===== config.mk =====
export PLATFORM = sky130hd
export DESIGN_NAME = brush_map_text_tokenizer
export DESIGN_NICKNAME = d
export VERILOG_FILES = /design/src/design/bmtt_pkg.sv /design/src/design/bmtt_step.sv /design/src/design/bmtt_out_reg.sv /design/src/design/brush_map_text_tokenizer.sv
export SDC_FILE = /design/constraint.sdc
export NUM_CORES = 1
export LEC_CHECK = 0
export ABC_AREA = 1
export BUFFER_PORTS_ARGS = -buffer_cell sky130_fd_sc_hd__buf_4
export CAP_MARGIN = 20
export CORE_MARGIN = 4
export CORE_UTILIZATION = 50
export DETAILED_ROUTE_END_ITERATION = 8
export GPL_TIMING_DRIVEN = 0
export PLACE_DENSITY_LB_ADDON = 0.1
export SETUP_SLACK_MARGIN = 0.15
export SLEW_MARGIN = 20
export SYNTH_ARGS = -nofsm -noshare
export SYNTH_HDL_FRONTEND = slang
export SYNTH_SLANG_ARGS = --single-unit

===== constraint.sdc =====
create_clock -name clk -period 2.5 [get_ports clk]
set_clock_uncertainty 0.2 [all_clocks]
set_input_delay 0.25 -clock clk [delete_from_list [all_inputs] [get_ports clk]]
set_output_delay 0.25 -clock clk [all_outputs]
set_load 0.02 [all_outputs]

===== src/design/bmtt_pkg.sv =====
`timescale 1ns / 1ps
// ----------------------------------------------------------------------------
// bmtt_pkg
// Shared types, character codes and event codes for the brush-map tokenizer.
// ----------------------------------------------------------------------------
package bmtt_pkg;

    // Parser phase at the top level of the map grammar
    typedef enum logic [3:0] {
        PH_OUT_ENTITY     = 4'd0,
        PH_PROP_OR_BRUSH  = 4'd1,
        PH_KEY            = 4'd2,
        PH_EXPECT_VALUE   = 4'd3,
        PH_VALUE          = 4'd4,
        PH_BRUSH          = 4'd5,
        PH_POINTS         = 4'd6,
        PH_EXPECT_TEXTURE = 4'd7,
        PH_TEXTURE        = 4'd8,
        PH_EXPECT_U       = 4'd9,
        PH_U              = 4'd10,
        PH_EXPECT_V       = 4'd11,
        PH_V              = 4'd12,
        PH_ROTATION       = 4'd13,
        PH_USCALE         = 4'd14,
        PH_VSCALE         = 4'd15
    } main_phase_t;

    typedef enum logic [3:0] {
        EV_ENTITY_OPEN  = 4'd0,
        EV_ENTITY_CLOSE = 4'd1,
        EV_KEY_BYTE     = 4'd2,
        EV_KEY_END      = 4'd3,
        EV_VALUE_BYTE   = 4'd4,
        EV_VALUE_END    = 4'd5,
        EV_BRUSH_OPEN   = 4'd6,
        EV_BRUSH_CLOSE  = 4'd7,
        EV_PLANE_OPEN   = 4'd8,
        EV_NUM_BYTE     = 4'd9,
        EV_NUM_END      = 4'd10,
        EV_TEX_BYTE     = 4'd11,
        EV_TEX_END      = 4'd12,
        EV_ERROR        = 4'd13
    } event_kind_t;

    localparam logic [1:0] ERR_NONE       = 2'd0;
    localparam logic [1:0] ERR_UNEXPECTED = 2'd1;
    localparam logic [1:0] ERR_TEXTURE    = 2'd2;

    // Point sequencing: doing point 1, expect 2, doing 2, expect 3, doing 3
    localparam logic [2:0] PT_OUTSIDE = 3'd0;
    localparam logic [2:0] PT_DO1     = 3'd1;
    localparam logic [2:0] PT_EXP2    = 3'd2;
    localparam logic [2:0] PT_DO2     = 3'd3;
    localparam logic [2:0] PT_EXP3    = 3'd4;
    localparam logic [2:0] PT_DO3     = 3'd5;

    localparam logic [1:0] CO_OUTSIDE = 2'd0;
    localparam logic [1:0] CO_X       = 2'd1;
    localparam logic [1:0] CO_Z       = 2'd3;

    localparam logic [2:0] AX_OUTSIDE = 3'd0;
    localparam logic [2:0] AX_X       = 3'd1;
    localparam logic [2:0] AX_SHIFT   = 3'd4;

    localparam logic [4:0] FLD_U_BASE   = 5'd9;
    localparam logic [4:0] FLD_V_BASE   = 5'd13;
    localparam logic [4:0] FLD_ROTATION = 5'd17;
    localparam logic [4:0] FLD_USCALE   = 5'd18;
    localparam logic [4:0] FLD_VSCALE   = 5'd19;

    localparam logic [7:0] CH_LF     = 8'h0A;
    localparam logic [7:0] CH_CR     = 8'h0D;
    localparam logic [7:0] CH_SPACE  = 8'h20;
    localparam logic [7:0] CH_QUOTE  = 8'h22;
    localparam logic [7:0] CH_LPAREN = 8'h28;
    localparam logic [7:0] CH_RPAREN = 8'h29;
    localparam logic [7:0] CH_LBRACK = 8'h5B;
    localparam logic [7:0] CH_RBRACK = 8'h5D;
    localparam logic [7:0] CH_LBRACE = 8'h7B;
    localparam logic [7:0] CH_RBRACE = 8'h7D;
    localparam logic [7:0] CH_ZERO   = 8'h30;

    typedef struct packed {
        main_phase_t main_phase;
        logic [2:0]  point_phase;
        logic [1:0]  coord_phase;
        logic [2:0]  axis_phase;
        logic        token_started;
        logic [1:0]  rotation_len;
        logic        rotation_first_zero;
        logic        halted;
    } parse_state_t;

    typedef struct packed {
        logic        emit;
        event_kind_t kind;
        logic [4:0]  field;
        logic [7:0]  ch;
        logic        rot_nonzero;
        logic [1:0]  err;
    } token_event_t;

    function automatic logic texture_char_ok(input logic [7:0] c);
        logic ok;
        ok = (c >= 8'd65 && c <= 8'd90) || (c >= 8'd97 && c <= 8'd122) ||
             (c >= 8'd48 && c <= 8'd57) || c == 8'h2D || c == 8'h2B ||
             c == 8'h7E || c == 8'h5F || c == 8'h21 || c == CH_LBRACE ||
             c == 8'h23;
        return ok;
    endfunction

endpackage


===== src/design/bmtt_step.sv =====
`timescale 1ns / 1ps
// ----------------------------------------------------------------------------
// bmtt_step
// Next-state and event logic for one character of map text.
// ----------------------------------------------------------------------------
module bmtt_step (
    input  bmtt_pkg::parse_state_t state,
    input  logic [7:0]             c,
    output bmtt_pkg::parse_state_t state_next,
    output bmtt_pkg::token_event_t ev
);
    import bmtt_pkg::*;

    logic       eol;
    logic [4:0] pt_base;
    logic [4:0] pt_field;
    logic [4:0] ax_base;
    logic [4:0] ax_field;
    logic       ax_in_group;

    assign eol = (c == CH_LF) || (c == CH_CR);

    // First field of the current point
    always_comb
    begin
        case (state.point_phase)
            PT_DO2:  pt_base = 5'd3;
            PT_DO3:  pt_base = 5'd6;
            default: pt_base = 5'd0;
        endcase
    end

    assign pt_field    = pt_base + {3'b000, state.coord_phase} - 5'd1;
    assign ax_base     = (state.main_phase == PH_V) ? FLD_V_BASE : FLD_U_BASE;
    assign ax_field    = ax_base + {2'b00, state.axis_phase} - 5'd1;
    assign ax_in_group = (state.axis_phase >= AX_X) && (state.axis_phase <= AX_SHIFT);

    always_comb
    begin
        state_next = state;
        ev         = '0;
        ev.kind    = EV_ENTITY_OPEN;

        if (!state.halted)
        begin
            case (state.main_phase)
                PH_OUT_ENTITY:
                begin
                    if (eol)
                    begin
                    end
                    else if (c == CH_LBRACE)
                    begin
                        state_next.main_phase = PH_PROP_OR_BRUSH;
                        ev.emit = 1'b1; ev.kind = EV_ENTITY_OPEN;
                    end
                    else
                    begin
                        state_next.halted = 1'b1;
                        ev.emit = 1'b1; ev.kind = EV_ERROR; ev.err = ERR_UNEXPECTED;
                    end
                end
                PH_PROP_OR_BRUSH:
                begin
                    if (eol)
                    begin
                    end
                    else if (c == CH_QUOTE)
                        state_next.main_phase = PH_KEY;
                    else if (c == CH_LBRACE)
                    begin
                        state_next.main_phase = PH_BRUSH;
                        ev.emit = 1'b1; ev.kind = EV_BRUSH_OPEN;
                    end
                    else if (c == CH_RBRACE)
                    begin
                        state_next.main_phase = PH_OUT_ENTITY;
                        ev.emit = 1'b1; ev.kind = EV_ENTITY_CLOSE;
                    end
                    else
                    begin
                        state_next.halted = 1'b1;
                        ev.emit = 1'b1; ev.kind = EV_ERROR; ev.err = ERR_UNEXPECTED;
                    end
                end
                PH_KEY:
                begin
                    ev.emit = 1'b1;
                    if (c == CH_QUOTE)
                    begin
                        state_next.main_phase = PH_EXPECT_VALUE;
                        ev.kind = EV_KEY_END;
                    end
                    else
                    begin
                        ev.kind = EV_KEY_BYTE; ev.ch = c;
                    end
                end
                PH_EXPECT_VALUE:
                begin
                    if (c == CH_QUOTE)
                        state_next.main_phase = PH_VALUE;
                    else if (c != CH_SPACE)
                    begin
                        state_next.halted = 1'b1;
                        ev.emit = 1'b1; ev.kind = EV_ERROR; ev.err = ERR_UNEXPECTED;
                    end
                end
                PH_VALUE:
                begin
                    ev.emit = 1'b1;
                    if (c == CH_QUOTE)
                    begin
                        state_next.main_phase = PH_PROP_OR_BRUSH;
                        ev.kind = EV_VALUE_END;
                    end
                    else
                    begin
                        ev.kind = EV_VALUE_BYTE; ev.ch = c;
                    end
                end
                PH_BRUSH:
                begin
                    if (eol)
                    begin
                    end
                    else if (c == CH_RBRACE)
                    begin
                        state_next.main_phase = PH_PROP_OR_BRUSH;
                        ev.emit = 1'b1; ev.kind = EV_BRUSH_CLOSE;
                    end
                    else if (c == CH_LPAREN)
                    begin
                        state_next.main_phase    = PH_POINTS;
                        state_next.point_phase   = PT_DO1;
                        state_next.coord_phase   = CO_X;
                        state_next.token_started = 1'b0;
                        ev.emit = 1'b1; ev.kind = EV_PLANE_OPEN;
                    end
                    else
                    begin
                        state_next.halted = 1'b1;
                        ev.emit = 1'b1; ev.kind = EV_ERROR; ev.err = ERR_UNEXPECTED;
                    end
                end
                PH_POINTS:
                begin
                    if (state.point_phase == PT_EXP2 || state.point_phase == PT_EXP3)
                    begin
                        if (c == CH_RPAREN || c == CH_SPACE)
                        begin
                        end
                        else if (c == CH_LPAREN)
                        begin
                            state_next.point_phase   = state.point_phase + 3'd1;
                            state_next.coord_phase   = CO_X;
                            state_next.token_started = 1'b0;
                        end
                        else
                        begin
                            state_next.halted = 1'b1;
                            ev.emit = 1'b1; ev.kind = EV_ERROR; ev.err = ERR_UNEXPECTED;
                        end
                    end
                    else if ((state.point_phase != PT_DO1 && state.point_phase != PT_DO2 &&
                              state.point_phase != PT_DO3) ||
                             state.coord_phase == CO_OUTSIDE)
                    begin
                        state_next.halted = 1'b1;
                        ev.emit = 1'b1; ev.kind = EV_ERROR; ev.err = ERR_UNEXPECTED;
                    end
                    else if (c != CH_SPACE)
                    begin
                        state_next.token_started = 1'b1;
                        ev.emit = 1'b1; ev.kind = EV_NUM_BYTE; ev.field = pt_field; ev.ch = c;
                    end
                    else if (state.token_started)
                    begin
                        state_next.token_started = 1'b0;
                        ev.emit = 1'b1; ev.kind = EV_NUM_END; ev.field = pt_field;
                        if (state.coord_phase != CO_Z)
                            state_next.coord_phase = state.coord_phase + 2'd1;
                        else
                        begin
                            state_next.coord_phase = CO_OUTSIDE;
                            if (state.point_phase == PT_DO3)
                            begin
                                state_next.point_phase = PT_OUTSIDE;
                                state_next.main_phase  = PH_EXPECT_TEXTURE;
                            end
                            else
                                state_next.point_phase = state.point_phase + 3'd1;
                        end
                    end
                end
                PH_EXPECT_TEXTURE:
                begin
                    if (c == CH_RPAREN)
                    begin
                        state_next.main_phase    = PH_TEXTURE;
                        state_next.token_started = 1'b0;
                    end
                    else
                    begin
                        state_next.halted = 1'b1;
                        ev.emit = 1'b1; ev.kind = EV_ERROR; ev.err = ERR_UNEXPECTED;
                    end
                end
                PH_TEXTURE:
                begin
                    if (c == CH_SPACE)
                    begin
                        if (state.token_started)
                        begin
                            state_next.token_started = 1'b0;
                            state_next.main_phase    = PH_EXPECT_U;
                            ev.emit = 1'b1; ev.kind = EV_TEX_END;
                        end
                    end
                    else if (texture_char_ok(c))
                    begin
                        state_next.token_started = 1'b1;
                        ev.emit = 1'b1; ev.kind = EV_TEX_BYTE; ev.ch = c;
                    end
                    else
                    begin
                        state_next.halted = 1'b1;
                        ev.emit = 1'b1; ev.kind = EV_ERROR; ev.err = ERR_TEXTURE;
                    end
                end
                PH_EXPECT_U,
                PH_EXPECT_V:
                begin
                    if (c == CH_SPACE)
                    begin
                    end
                    else if (c == CH_LBRACK)
                    begin
                        state_next.main_phase    = (state.main_phase == PH_EXPECT_U) ? PH_U : PH_V;
                        state_next.axis_phase    = AX_X;
                        state_next.token_started = 1'b0;
                    end
                    else
                    begin
                        state_next.halted = 1'b1;
                        ev.emit = 1'b1; ev.kind = EV_ERROR; ev.err = ERR_UNEXPECTED;
                    end
                end
                PH_U,
                PH_V:
                begin
                    if (c == CH_RBRACK)
                    begin
                        // closing bracket also ends a number still open
                        state_next.main_phase    = (state.main_phase == PH_U) ?
                                                   PH_EXPECT_V : PH_ROTATION;
                        state_next.axis_phase    = AX_OUTSIDE;
                        state_next.token_started = 1'b0;
                        if (state.token_started && ax_in_group)
                        begin
                            ev.emit = 1'b1; ev.kind = EV_NUM_END; ev.field = ax_field;
                        end
                    end
                    else if (!ax_in_group)
                    begin
                        if (c != CH_SPACE)
                        begin
                            state_next.halted = 1'b1;
                            ev.emit = 1'b1; ev.kind = EV_ERROR; ev.err = ERR_UNEXPECTED;
                        end
                    end
                    else if (c == CH_SPACE)
                    begin
                        if (state.token_started)
                        begin
                            state_next.token_started = 1'b0;
                            state_next.axis_phase    = (state.axis_phase == AX_SHIFT) ?
                                                       AX_OUTSIDE : state.axis_phase + 3'd1;
                            ev.emit = 1'b1; ev.kind = EV_NUM_END; ev.field = ax_field;
                        end
                    end
                    else
                    begin
                        state_next.token_started = 1'b1;
                        ev.emit = 1'b1; ev.kind = EV_NUM_BYTE; ev.field = ax_field; ev.ch = c;
                    end
                end
                PH_ROTATION:
                begin
                    if (c == CH_SPACE)
                    begin
                        if (state.token_started)
                        begin
                            state_next.token_started       = 1'b0;
                            state_next.rotation_len        = 2'd0;
                            state_next.rotation_first_zero = 1'b0;
                            state_next.main_phase          = PH_USCALE;
                            ev.emit = 1'b1; ev.kind = EV_NUM_END; ev.field = FLD_ROTATION;
                            ev.rot_nonzero = !(state.rotation_len == 2'd1 &&
                                               state.rotation_first_zero);
                        end
                    end
                    else
                    begin
                        if (state.rotation_len == 2'd0)
                            state_next.rotation_first_zero = (c == CH_ZERO);
                        if (state.rotation_len < 2'd2)
                            state_next.rotation_len = state.rotation_len + 2'd1;
                        state_next.token_started = 1'b1;
                        ev.emit = 1'b1; ev.kind = EV_NUM_BYTE; ev.field = FLD_ROTATION; ev.ch = c;
                    end
                end
                PH_USCALE:
                begin
                    if (c == CH_SPACE)
                    begin
                        if (state.token_started)
                        begin
                            state_next.token_started = 1'b0;
                            state_next.main_phase    = PH_VSCALE;
                            ev.emit = 1'b1; ev.kind = EV_NUM_END; ev.field = FLD_USCALE;
                        end
                    end
                    else
                    begin
                        state_next.token_started = 1'b1;
                        ev.emit = 1'b1; ev.kind = EV_NUM_BYTE; ev.field = FLD_USCALE; ev.ch = c;
                    end
                end
                PH_VSCALE:
                begin
                    if (c == CH_SPACE || eol)
                    begin
                        if (state.token_started)
                        begin
                            state_next.token_started = 1'b0;
                            state_next.main_phase    = PH_BRUSH;
                            ev.emit = 1'b1; ev.kind = EV_NUM_END; ev.field = FLD_VSCALE;
                        end
                    end
                    else
                    begin
                        state_next.token_started = 1'b1;
                        ev.emit = 1'b1; ev.kind = EV_NUM_BYTE; ev.field = FLD_VSCALE; ev.ch = c;
                    end
                end
                default:
                begin
                    state_next = state;
                end
            endcase
        end
    end

endmodule


===== src/design/bmtt_out_reg.sv =====
`timescale 1ns / 1ps
// ----------------------------------------------------------------------------
// bmtt_out_reg
// Result register with valid/ready handshake; frees itself as it drains.
// ----------------------------------------------------------------------------
module bmtt_out_reg (
    input  logic                   clk,
    input  logic                   rst_n,
    input  logic                   load,
    input  bmtt_pkg::token_event_t ev,
    input  logic                   out_ready,
    output logic                   space,
    output logic                   out_valid,
    output logic [3:0]             event_kind,
    output logic [4:0]             field_index,
    output logic [7:0]             char_out,
    output logic                   rotation_nonzero,
    output logic [1:0]             error_code
);
    import bmtt_pkg::*;

    logic         valid_reg;
    logic         valid_next;
    token_event_t data_reg;

    // room when empty or the held result leaves this cycle
    assign space      = !valid_reg || out_ready;
    assign valid_next = load || (valid_reg && !out_ready);

    always_ff @(posedge clk or negedge rst_n)
    begin
        if (!rst_n)
            valid_reg <= 1'b0;
        else
            valid_reg <= valid_next;
    end

    always_ff @(posedge clk)
    begin
        if (load)
            data_reg <= ev;
    end

    assign out_valid        = valid_reg;
    assign event_kind       = data_reg.kind;
    assign field_index      = data_reg.field;
    assign char_out         = data_reg.ch;
    assign rotation_nonzero = data_reg.rot_nonzero;
    assign error_code       = data_reg.err;

endmodule


===== src/design/brush_map_text_tokenizer.sv =====
`timescale 1ns / 1ps
// ----------------------------------------------------------------------------
// brush_map_text_tokenizer
// Byte-at-a-time tokenizer for brush-map text: entities, key/value pairs,
// brushes and planes, emitted as tagged events.
// ----------------------------------------------------------------------------
//  channel | handshake            | payload
//  --------+----------------------+---------------------------------------------
//  in      | in_valid / in_ready  | data_byte
//  out     | out_valid / out_ready| event_kind, field_index, char_out,
//          |                      | rotation_nonzero, error_code
//
//  One byte per cycle while in_ready is high: the parser state update is a
//  single combinational step between the state register and the result register.
//  A byte that yields an event shows it on out the cycle after its transfer.
//  in_ready drops only while a held result is not taken (out_valid && !out_ready).
//  Reset clears the parser state and the result valid; no clearing pass.
//  After an error event every later byte is consumed silently until reset.
// ----------------------------------------------------------------------------
module brush_map_text_tokenizer (
    input  logic       clk,
    input  logic       rst_n,
    input  logic       in_valid,
    output logic       in_ready,
    input  logic [7:0] data_byte,
    output logic       out_valid,
    input  logic       out_ready,
    output logic [3:0] event_kind,
    output logic [4:0] field_index,
    output logic [7:0] char_out,
    output logic       rotation_nonzero,
    output logic [1:0] error_code
);
    import bmtt_pkg::*;

    parse_state_t state_reg;
    parse_state_t state_next;
    token_event_t step_ev;
    logic         in_xfer;
    logic         space;

    // Input is ready whenever the result register can take a result
    assign in_ready = space;
    assign in_xfer  = in_valid && in_ready;

    // Combinational grammar step for the current byte
    bmtt_step u_step (
        .state      (state_reg),
        .c          (data_byte),
        .state_next (state_next),
        .ev         (step_ev)
    );

    // Parser state advances only on a transfer
    always_ff @(posedge clk or negedge rst_n)
    begin
        if (!rst_n)
        begin
            state_reg.main_phase          <= PH_OUT_ENTITY;
            state_reg.point_phase         <= PT_OUTSIDE;
            state_reg.coord_phase         <= CO_OUTSIDE;
            state_reg.axis_phase          <= AX_OUTSIDE;
            state_reg.token_started       <= 1'b0;
            state_reg.rotation_len        <= 2'd0;
            state_reg.rotation_first_zero <= 1'b0;
            state_reg.halted              <= 1'b0;
        end
        else if (in_xfer)
        begin
            state_reg <= state_next;
        end
    end

    // Result register; bytes with no event leave it untouched
    bmtt_out_reg u_out (
        .clk              (clk),
        .rst_n            (rst_n),
        .load             (in_xfer && step_ev.emit),
        .ev               (step_ev),
        .out_ready        (out_ready),
        .space            (space),
        .out_valid        (out_valid),
        .event_kind       (event_kind),
        .field_index      (field_index),
        .char_out         (char_out),
        .rotation_nonzero (rotation_nonzero),
        .error_code       (error_code)
    );

    // Entering the halted state always comes with an error event on out
    a_halt_reports_error: assert property (@(posedge clk) disable iff (!rst_n)
        $rose(state_reg.halted) |-> out_valid && event_kind == EV_ERROR)
        else $error("halt without error event");

    // Once halted, the step logic produces no events and no state change
    a_halted_silent: assert property (@(posedge clk) disable iff (!rst_n)
        state_reg.halted |-> !step_ev.emit && state_next == state_reg)
        else $error("event produced while halted");

    // Field index is only carried by number events
    a_field_only_numbers: assert property (@(posedge clk) disable iff (!rst_n)
        out_valid && field_index != 5'd0 |->
            event_kind == EV_NUM_BYTE || event_kind == EV_NUM_END)
        else $error("field index on non-number event");

    // Rotation flag only on the end of the rotation field
    a_rotation_flag: assert property (@(posedge clk) disable iff (!rst_n)
        out_valid && rotation_nonzero |->
            event_kind == EV_NUM_END && field_index == FLD_ROTATION)
        else $error("rotation flag on wrong event");

endmodule

==> flow_summary_export.csv, run 1 <==
group,metric,value,unit
status,status,"complete, but fails checks",
status,violations,"setup timing",
pwr,power.density,255,nW/um^2
placement,place_ws,-0.351,ns
floorplan,core,6940,um^2
final_layout,antenna_cells,0,
global_route,gr-usage-all-layers,26.4,%
final_layout,final_cell_mix,"nand2_1, nor2_1, buf_4, inv_1, nand3_1",
global_route,grt_max_degree,19,
placement,dp_hpwl,8.63,mm
clocking,worstSkewPairLatency,0.30,ns
setup_path,crit_top_cell,"ha_4",
detailed_routing,viasPerCell,5.60,
timing,hold_viol_final,0,
synth,synth_nets,579,
placement,gp_congestion,0.980,
min_path,hold_path.class,"input pin to flip-flop",
timing,final_max_slew_viol_count,0,
synth,synth_area_leaders,"edfxtp_1, nand2_1, dfrtp_1",
timing,fmax,0.399,GHz
synth,ys_types,46,
clocking,htree_levels,2,
clocking,cts_tree,"done",
floorplan,initial_utilization,52.5,%
floorplan,chipHeight,93.4,um
setup_path,start_kind,"flip-flop",
clocking,root_buffer,"clkbuf_8",
clocking,numCtsBuffers,5,
timing,setup_slack,-0.00778,ns
detailed_routing,drt_iter0_drc,314,
timing,max-slew-margin-rel,58.3,%
synth,synth_top_area_share,16.5,%
final_layout,final_common_cell,"nand2_1",
pwr,vdd_ir_drop_max,0.185,mV
floorplan,die_area,8720,um^2
synth,syn_area,3640,um^2
setup_path,path_max_fanout,3,
setup_path,critical_path.slowest_cell,"dfrtp_2",
clocking,cts_sinks,38,
detailed_routing,finalWirelength,11.3,mm
detailed_routing,final_antenna_net_count,0,
detailed_routing,drtPass1Iterations,5,
final_layout,syn2layout_area_growth,25.2,%
final_layout,final-instance-count-excl-fill,705,
placement,dp_cells,677,
global_route,antenna_found_initial,0,
timing,fin_crit,2.51,ns
timing,finalCritPeriodShare,100,%
pwr,leakagePower,2.14,nW
floorplan,die_x,93.4,um
synth,ys.flop_type,"edfxtp_1",
synth,yosysWarnings,0,
synth,synthCells,550,
synth,synth_edf_count,20,
global_route,grt_first_pass_wirelength,18.1,mm
timing,rsz0062_at_grt,"true",
detailed_routing,wl_per_cell,16.1,um
placement,io_buffers,31,
setup_path,critPathRequiredTime,2.33,ns
flow_run,max_cap_violations,0,
synth,postSynth.asyncResetShare,47.4,%
synth,ys_seq_area_share,28.8,%
detailed_routing,dr_total_vias,3947,
final_layout,drive_gt1_share,32.0,%
setup_path,path_buf_inv,1,
synth,yosys.area.top_type,"edfxtp_1",
final_layout,layout.nets,637,
setup_path,arrival,2.33,ns
setup_path,worstPathCellList,"ha_4 -> ha_4 -> ha_4 -> inv_2 -> fa_2 -> ha_4 -> and3_4 -> a21oi_2 -> a21oi_1",
global_route,overflow,0,
setup_path,setup.worst_path.class,"flip-flop to flip-flop",
synth,postSynthAreaPerCell,6.63,um^2
pwr,finalPower,0.00116,W
setup_path,max_stage_delay,0.46,ns
clocking,path_clk_slew,0.09,ns
timing,setup_viol,1,
setup_path,cp_top_family,"adder cells",
timing,tightest_slew,0.626,ns
final_layout,n_fill_cell,639,
detailed_routing,drc_errors,0,
synth,ys_seq_elements,38,
setup_path,end_kind,"flip-flop",
clocking,clockBufferDepth,2,
floorplan,pin_count,34,
floorplan,rows,30,
final_layout,largest_reg_flops,17,
global_route,grt_pass1_vias,3716,
-- Yosys cell counts, drive strengths merged (2+ instances only) --
| library cell | number |
|---|---|
| nand2 | 172 |
| nor2 | 99 |
| inv | 72 |
| nand3 | 45 |
| a21oi | 23 |
| o21ai | 23 |
| edfxtp | 20 |
| dfrtp | 18 |
| ha | 16 |
| nand4 | 15 |
| nor3 | 11 |
| buf | 5 |
| a31oi | 4 |
| clkbuf | 3 |
| o211ai | 3 |
| or2 | 3 |
| and2 | 2 |
| and3 | 2 |
| o2111ai | 2 |
| xnor2 | 2 |
-- worst min-delay path, stage by stage --
cell and delay (ns):
buf_4 0.08, inv_1 0.03, nand2_1 0.09, nand2_1 0.06
-- area by class of cell --
| class | instances | area [um^2] | share of cell area, % |
|---|---|---|---|
| flip-flops and latches | 38 | 1060 | 23.2 |
| repair inverters | 2 | 15.0 | 0.329 |
| clock buffers | 6 | 72.6 | 1.59 |
| multi-input cells | 431 | 2540 | 55.6 |
| plain buffers | 8 | 48.8 | 1.07 |
| repair buffers | 49 | 419 | 9.19 |
| clock inverters | 2 | 10.0 | 0.219 |
| well taps | 96 | 120 | 2.63 |
| inverters | 73 | 280 | 6.14 |
-- worst paths after layout --
kind	from	endpoint	slack, ns	depth (start not counted)
worst max-delay path	state_reg[10]	u_out.field_index[4]	-0.008	9
worst min-delay path	out_ready	u_out.out_valid	0.03	4
worst max register to register	state_reg[10]	u_out.field_index[4]	-0.008	9
worst min register to register	state_reg[1]	state_reg[1]	0.32	2
max in group asynchronous	rst_n	state_reg[14]	1.71	2
min in group asynchronous	rst_n	state_reg[11]	0.16	2
-- cells by family (layout without fill, tap and decap cells) --
group                    Yosys count  in the layout  synth area share [%]
AND/OR/NAND/NOR                  352            352                  45.8
adder cells (fa/ha/maj)           17             17                  6.04
AO/OA/AOI/OAI                     59             59                  9.78
flip-flops                        38             38                  28.8
buffers and inverters             81            140                  8.82
XOR/XNOR                           3              3                 0.721
-- through the flow --
step                util (%)  cell area [um^2]  hold slack [ns]  TNS (ns)
floorplan                  -              3700           -0.246         0
global placement        58.3              4050          -0.0566     -5.74
detailed placement      58.3              4050          -0.0559     -7.48
CTS                     62.9              4370           0.0131         0
global route            65.7              4560           0.0542    -0.414
finish                  65.7              4560           0.0330  -0.00778
-- where the power goes --
group          internal, W  leakage (nW)  switching (W)
clock             0.000194        0.0450       0.000234
combinational    0.0000261          1.70      0.0000541
sequential        0.000654         0.395   0.0000000338
total             0.000873          2.14       0.000288
-- layer usage --
layer	vias up	wire, um	GRT usage (%)
met3	39	858	3.70
met4	0	331	9.52
met5	-	0	0
met1	1821	4890	36.3
li1	1904	-	-
met2	183	5260	42.3
-- timing repair --
item | CTS | global route
pin swaps | 16 | 19
endpoints found under the setup margin | 27 | 42
gates resized for setup | 42 | 38
hold buffers | 1 | 0
gates cloned | 2 | 1
hold endpoints to repair | 18 | 0
buffers inserted | 12 | 4
(Power assumes the default switching activity.)
==> run 2, diff against run 1 <==
Settings changed: CORE_MARGIN 4 to 10, SYNTH_HIERARCHICAL set to 1.
==> run 2 against run 1 <==
Effect of this change: the run now ends clean; sequential share of layout area down 1.3 points; synthesized cell count up 13%; worst setup slack improved by 0.041 ns; cell area increased by 6.4%; critical endpoint is now u_out/char_out[2]; largest power group is now combinational cells; highest routed layer unchanged.
==> flow_summary_export.csv, run 2 <==
group,metric,value,unit
synth,synth_top_area_share,19.1,%
placement,io_buffers,32,
global_route,grt_max_degree,19,
synth,synth_compound_area_share,8.86,%
detailed_routing,drtPass1Iterations,6,
global_route,top_usage_layer,"met2",
global_route,use_met2,36.0,%
synth,yosysWarnings,6,
final_layout,n_fill_cell,750,
global_route,gr-usage-met1,28.1,%
setup_path,worstPathCellList,"nor2_2 -> inv_1 -> nor2_2 -> nand3_1 -> inv_1 -> nor2_1 -> nand3b_1 -> nor2_1 -> nor2_1 -> inv_2 -> nor2_4 -> buf_12",
final_layout,largest_reg_flops,17,
synth,ys_seq_elements,38,
clocking,htree_levels,2,
timing,setup_viol,0,
synth,synth.most_common_cell,"nand2_1",
floorplan,rows,32,
synth,synthCells,619,
global_route,grt_first_pass_wirelength,20.4,mm
timing,tightest_slew,0.562,ns
timing,final_max_slew_viol_count,0,
final_layout,layout.nets,713,
detailed_routing,viasPerCell,5.58,
clocking,cts_tree,"done",
synth,syn_area,3910,um^2
placement,dp_hpwl,10.1,mm
clocking,cts_sinks,38,
min_path,hold_path.class,"input pin to flip-flop",
detailed_routing,drt_iter0_drc,497,
setup_path,critical_path.slowest_cell,"dfrtp_2",
floorplan,die_x,108,um
synth,ys_seq_area_share,26.9,%
final_layout,drive_gt1_share,26.0,%
detailed_routing,wl_per_cell,16.7,um
final_layout,syn2layout_area_growth,24.1,%
final_layout,final_cell_mix,"nand2_1, nand3_1, nor2_1, inv_1, buf_4",
final_layout,register_area,1060,um^2
clocking,path_clk_slew,0.08,ns
floorplan,pin_count,34,
synth,synthXorXnorAreaFrac,0.224,%
synth,synthTopCellsByCount,"nand2_1, nand3_1, nor2_1, inv_1, o21ai_0",
setup_path,start_kind,"flip-flop",
global_route,met3_usage,4.64,%
global_route,grt_pass1_vias,3962,
final_layout,antenna_cells,0,
clocking,clockBufferDepth,2,
clocking,numCtsBuffers,5,
final_layout,final_common_cell,"nand2_1",
timing,max-slew-margin-rel,62.5,%
status,status,"finished clean",
synth,synth_area_leaders,"nand2_1, edfxtp_1, dfrtp_1",
setup_path,critPathRequiredTime,2.30,ns
floorplan,chipHeight,108,um
global_route,gr-usage-all-layers,21.9,%
setup_path,max_stage_delay,0.45,ns
detailed_routing,drc_errors,0,
pwr,vdd_ir_drop_max,0.484,mV
pwr,power.density,753,nW/um^2
synth,synth_top_family_by_area,"simple AND/OR/NAND/NOR gates",
setup_path,setup.worst_path.class,"flip-flop to flip-flop",
synth,synthAdderAreaFrac,5.44,%
timing,finalCritPeriodShare,98.7,%
synth,ys.flop_type,"edfxtp_1",
global_route,antenna_found_initial,0,
clocking,worstSkewPairLatency,0.29,ns
pwr,finalPower,0.00366,W
synth,synthSimpleGateAreaFrac,48.2,%
synth,ys_types,40,
synth,postSynth.asyncResetShare,47.4,%
floorplan,die_area,11800,um^2
placement,gp_congestion,1.02,
floorplan,initial_utilization,50.9,%
pwr,leakagePower,2.50,nW
synth,postSynthAreaPerCell,6.32,um^2
synth,yosys.area.top_type,"nand2_1",
setup_path,path_buf_inv,4,
setup_path,end_kind,"flip-flop",
timing,rsz0062_at_grt,"true",
synth,muxShareOfSynthArea,0,%
timing,fin_crit,2.47,ns
flow_run,max_cap_violations,0,
synth,synth_nets,648,
timing,hold_viol_final,0,
detailed_routing,finalWirelength,13.1,mm
setup_path,cp_top_family,"simple AND/OR/NAND/NOR gates",
detailed_routing,dr_total_vias,4389,
setup_path,arrival,2.27,ns
timing,hold_slack,0.0310,ns
final_layout,finish.utilization,63.1,%
setup_path,crit_top_cell,"nor2_1",
timing,fmax,0.405,GHz
detailed_routing,final_antenna_net_count,0,
global_route,overflow,0,
setup_path,path_max_fanout,11,
final_layout,multi_input_area,2690,um^2
synth,synth_edf_count,20,
floorplan,core,7690,um^2
clocking,root_buffer,"clkbuf_8",
[run 2: changes by cell type after synthesis, sizes merged, moves of 5 or more]
| cell | change |
|---|---|
| a21oi | -6 |
| inv | +6 |
| nand2 | +40 |
| nand3 | +37 |
| nand3b | +5 |
| nor2 | -11 |
| o21ai | +11 |
[run 2: worst register-to-register path: stages, from the launching register on]
cell and delay [ns]:
dfrtp_2 0.45, nor2_2 0.22, inv_1 0.14, nor2_2 0.19
nand3_1 0.21, inv_1 0.13, nor2_1 0.06, nand3b_1 0.07
nor2_1 0.05, nor2_1 0.12, inv_2 0.10, nor2_4 0.12
buf_12 0.14
[run 2: final cells by class]
| type | instances | area share [%] |
|---|---|---|
| clock buffer | 6 | 1.70 |
| clock inverter | 2 | 0.232 |
| sequential | 38 | 21.9 |
| timing repair buffer | 56 | 9.46 |
| buffer | 13 | 2.50 |
| tap | 102 | 2.63 |
| multi-input combinational | 492 | 55.3 |
| inverter | 78 | 6.24 |
[run 2: worst paths after layout]
check | from | end | slack [ns] | cells past startpoint
max | state_reg[16] | u_out/char_out[2] | 0.03 | 12
min | out_ready | u_out/out_valid | 0.03 | 4
max reg2reg | state_reg[16] | u_out/char_out[2] | 0.03 | 12
min reg2reg | state_reg[3] | state_reg[3] | 0.28 | 2
max in group asynchronous | rst_n | state_reg[10] | 1.69 | 2
min in group asynchronous | rst_n | u_out/out_valid | 0.18 | 2
[run 2: cells by family after synthesis]
group | after synthesis
flip-flops | 38
XOR/XNOR | 1
adder cells (fa/ha/maj) | 17
AO/OA/AOI/OAI | 61
buffers and inverters | 91
AND/OR/NAND/NOR | 411
[run 2: report_power, final]
part / total (W) / internal (W) / switching, W
Combinational: 0.00220 / 0.000826 / 0.00138
Sequential: 0.00101 / 0.000872 / 0.000138
Clock: 0.000441 / 0.000222 / 0.000219
[run 2: metal layers]
| layer | vias up | share of wire [%] | wire [um] |
|---|---|---|---|
| li1 | 2139 | - | - |
| met1 | 1997 | 42 | 5520 |
| met2 | 208 | 46 | 5990 |
| met3 | 45 | 8.9 | 1160 |
| met4 | 0 | 3.4 | 451 |
| met5 | - | 0 | 0 |
[run 2: metrics by stage]
step	instance area [um^2]	setup WS (ns)	setup TNS [ns]	std cells
2_1_floorplan	3930	0.159	0	619
3_3_place_gp	4300	-0.481	-10.02	753
4_1_cts	4680	0.0786	0	779
3_5_place_dp	4300	-0.415	-8.80	753
6_report	4850	0.0333	0	787
5_1_grt	4850	-0.0723	-1.05	787
[run 2: repair_timing]
action                                  4_1_cts  5_1_grt
endpoints found under the hold margin        18        0
endpoints found under the setup margin       34       34
hold buffers                                  1        0
gates cloned                                  2        0
pin swaps                                    13       23
gates resized for setup                      49       32
setup buffers                                15        8
==> run 3, diff against run 2 <==
Settings changed: CELL_PAD_IN_SITES_DETAIL_PLACEMENT set to 1, CELL_PAD_IN_SITES_GLOBAL_PLACEMENT set to 1, CORE_UTILIZATION 50 to 39.
==> run 3 against run 2 <==
Effect of this change: the flow now finishes with violations (setup timing); worst hold slack got worse by 0.020 ns; global-route usage increased by 0.24 points; utilization shrank 9.2 points; critical endpoint is now u_out/field_index[4]; power up 16%; register-to-register slack got worse by 0.07 ns; cell area rose by 8.6%; sequential power hardly changed; critical path depth unchanged.
==> flow_summary_export.csv, run 3 (synthesized netlist as in run 2, its figures left out) <==
group,metric,value,unit
floorplan,die_area,14400,um^2
final_layout,antenna_cells,0,
setup_path,start_kind,"flip-flop",
final_layout,final_common_cell,"nand2_1",
floorplan,pin_count,34,
detailed_routing,finalWirelength,16.8,mm
timing,setup_viol,20,
global_route,grt_first_pass_wirelength,25.4,mm
setup_path,ff2ff_path_depth,12,
global_route,grt_max_degree,19,
pwr,power.density,803,nW/um^2
floorplan,chipHeight,120,um
global_route,grt_pass1_vias,4626,
final_layout,layout.nets,740,
final_layout,drive_gt1_share,32.2,%
status,violations,"setup timing",
placement,dp_hpwl,12.2,mm
setup_path,regToRegSetupSlack,-0.03,ns
global_route,antenna_found_initial,0,
setup_path,path_max_fanout,11,
detailed_routing,drc_errors,0,
setup_path,end_kind,"flip-flop",
clocking,cts_tree,"done",
timing,finalCritPeriodShare,101,%
final_layout,largest_reg_flops,17,
setup_path,setup.worst_path.class,"flip-flop to flip-flop",
clocking,htree_levels,2,
detailed_routing,final_antenna_net_count,0,
placement,dpl-instance-area,4340,um^2
final_layout,syn2layout_area_growth,34.8,%
global_route,gr-usage-all-layers,22.2,%
setup_path,r2r-end,"u_out/field_index[4]",
floorplan,die_x,120,um
timing,setup_slack,-0.0346,ns
timing,fmax,0.395,GHz
final_layout,n_fill_cell,1302,
detailed_routing,viasPerCell,5.53,
timing,fin_crit,2.53,ns
detailed_routing,drt_iter0_drc,412,
timing,max-slew-margin-rel,46.5,%
timing,hold_viol_final,0,
detailed_routing,drtPass1Iterations,5,
clocking,clockBufferDepth,2,
timing,final_max_slew_viol_count,0,
setup_path,crit_start,"state_reg[10]",
detailed_routing,wl_per_cell,19.9,um
setup_path,critPathRequiredTime,2.32,ns
final_layout,final_cell_mix,"nand2_1, buf_4, nand3_1, nor2_1, inv_1",
setup_path,arrival,2.36,ns
setup_path,r2r_start,"state_reg[10]",
timing,rsz0062_at_grt,"true",
final_layout,stdcell_area,5270,um^2
clocking,cts_sinks,38,
floorplan,core,9770,um^2
detailed_routing,dr_total_vias,4675,
timing,tightest_slew,0.794,ns
pwr,vdd_ir_drop_max,0.413,mV
setup_path,cp-endpoint,"u_out/field_index[4]",
min_path,hold_path.class,"input pin to flip-flop",
clocking,path_clk_slew,0.09,ns
placement,gp_congestion,0.936,
final_layout,finish.utilization,53.9,%
flow_run,max_cap_violations,0,
clocking,numCtsBuffers,5,
floorplan,initial_utilization,40.0,%
clocking,worstSkewPairLatency,0.32,ns
pwr,leakagePower,2.71,nW
global_route,overflow,0,
placement,io_buffers,32,
clocking,root_buffer,"clkbuf_8",
floorplan,rows,36,
status,status,"complete, but fails checks",
placement,place_ws,-0.473,ns
## run 3: changes by cell type in the layout (fill, tap and decap cells not counted), moves of 4 or more
cell | previous run | this run
nand2_1 | 188 | 180
nor2_2 | 14 | 9
nand3_1 | 74 | 69
buf_6 | 9 | 13
nand2_2 | 16 | 22
inv_1 | 60 | 54
nand3_2 | 7 | 11
buf_4 | 51 | 76
nor2_4 | 14 | 21
## run 3: how the worst min path moves through the flow
stage | start | end | slack (ns) | depth (start not counted)
floorplan | rst_n | state_reg[0] | -0.25 | 0
global placement | rst_n | u_out/out_valid | -0.06 | 1
detailed placement | rst_n | u_out/out_valid | -0.06 | 1
CTS | out_ready | u_out/out_valid | 0.01 | 4
global route | in_valid | state_reg[12] | 0.03 | 3
finish | out_ready | u_out/out_valid | 0.01 | 4
## run 3: timing repair
action                                 4_1_cts  5_1_grt
resized for setup                           54       73
setup buffers                               25       26
gates cloned                                 1        0
pin swaps                                    9       11
setup endpoints to repair                   46       51
hold buffers                                 1        0
endpoints found under the hold margin       18        0
## run 3: where the power goes
group	switching, W	total, W	internal [W]
Clock	0.000257	0.000617	0.000360
Combinational	0.00161	0.00259	0.000984
Sequential	0.000155	0.00103	0.000872
Total	0.00202	0.00424	0.00222
## run 3: critical path, stage by stage (launching register included)
cell and delay (ns):
dfrtp_2 0.46, ha_4 0.18, ha_4 0.18, o21bai_4 0.17
nor2_4 0.08, nand3_2 0.06, nand4_1 0.19, nand3b_1 0.14
nor2_1 0.05, nor2_1 0.15, inv_2 0.10, nor2_4 0.13
buf_12 0.14
## run 3: metrics by stage
stage                     std cells  hold WS [ns]  power [W]  TNS, ns
after global placement          784       -0.0612    0.00285    -8.13
after CTS                       819        0.0125    0.00379        0
after detailed placement        784       -0.0553    0.00291    -9.95
final                           845        0.0113    0.00424   -0.576
after floorplan                 619        -0.246    0.00224        0
after global routing            845        0.0285    0.00450    -2.87
## run 3: area by class of cell
class                   count  area, um^2  area share (%)
flip-flops and latches     38        1060            20.2
clock inverters             2        38.8           0.736
well taps                 133         166            3.16
multi-input cells         491        2810            53.2
repair buffers             84         668            12.7
plain buffers              13         125            2.37
clock buffers               6        93.8            1.78
inverters                  78         310            5.89
## run 3: per-layer routing
layer	up-vias	routed length [um]	global-route usage (%)
met5	-	0	0
met4	0	443	7.32
met3	29	923	3.05
met2	170	7970	36.7
met1	2287	7490	29.0
li1	2189	-	-
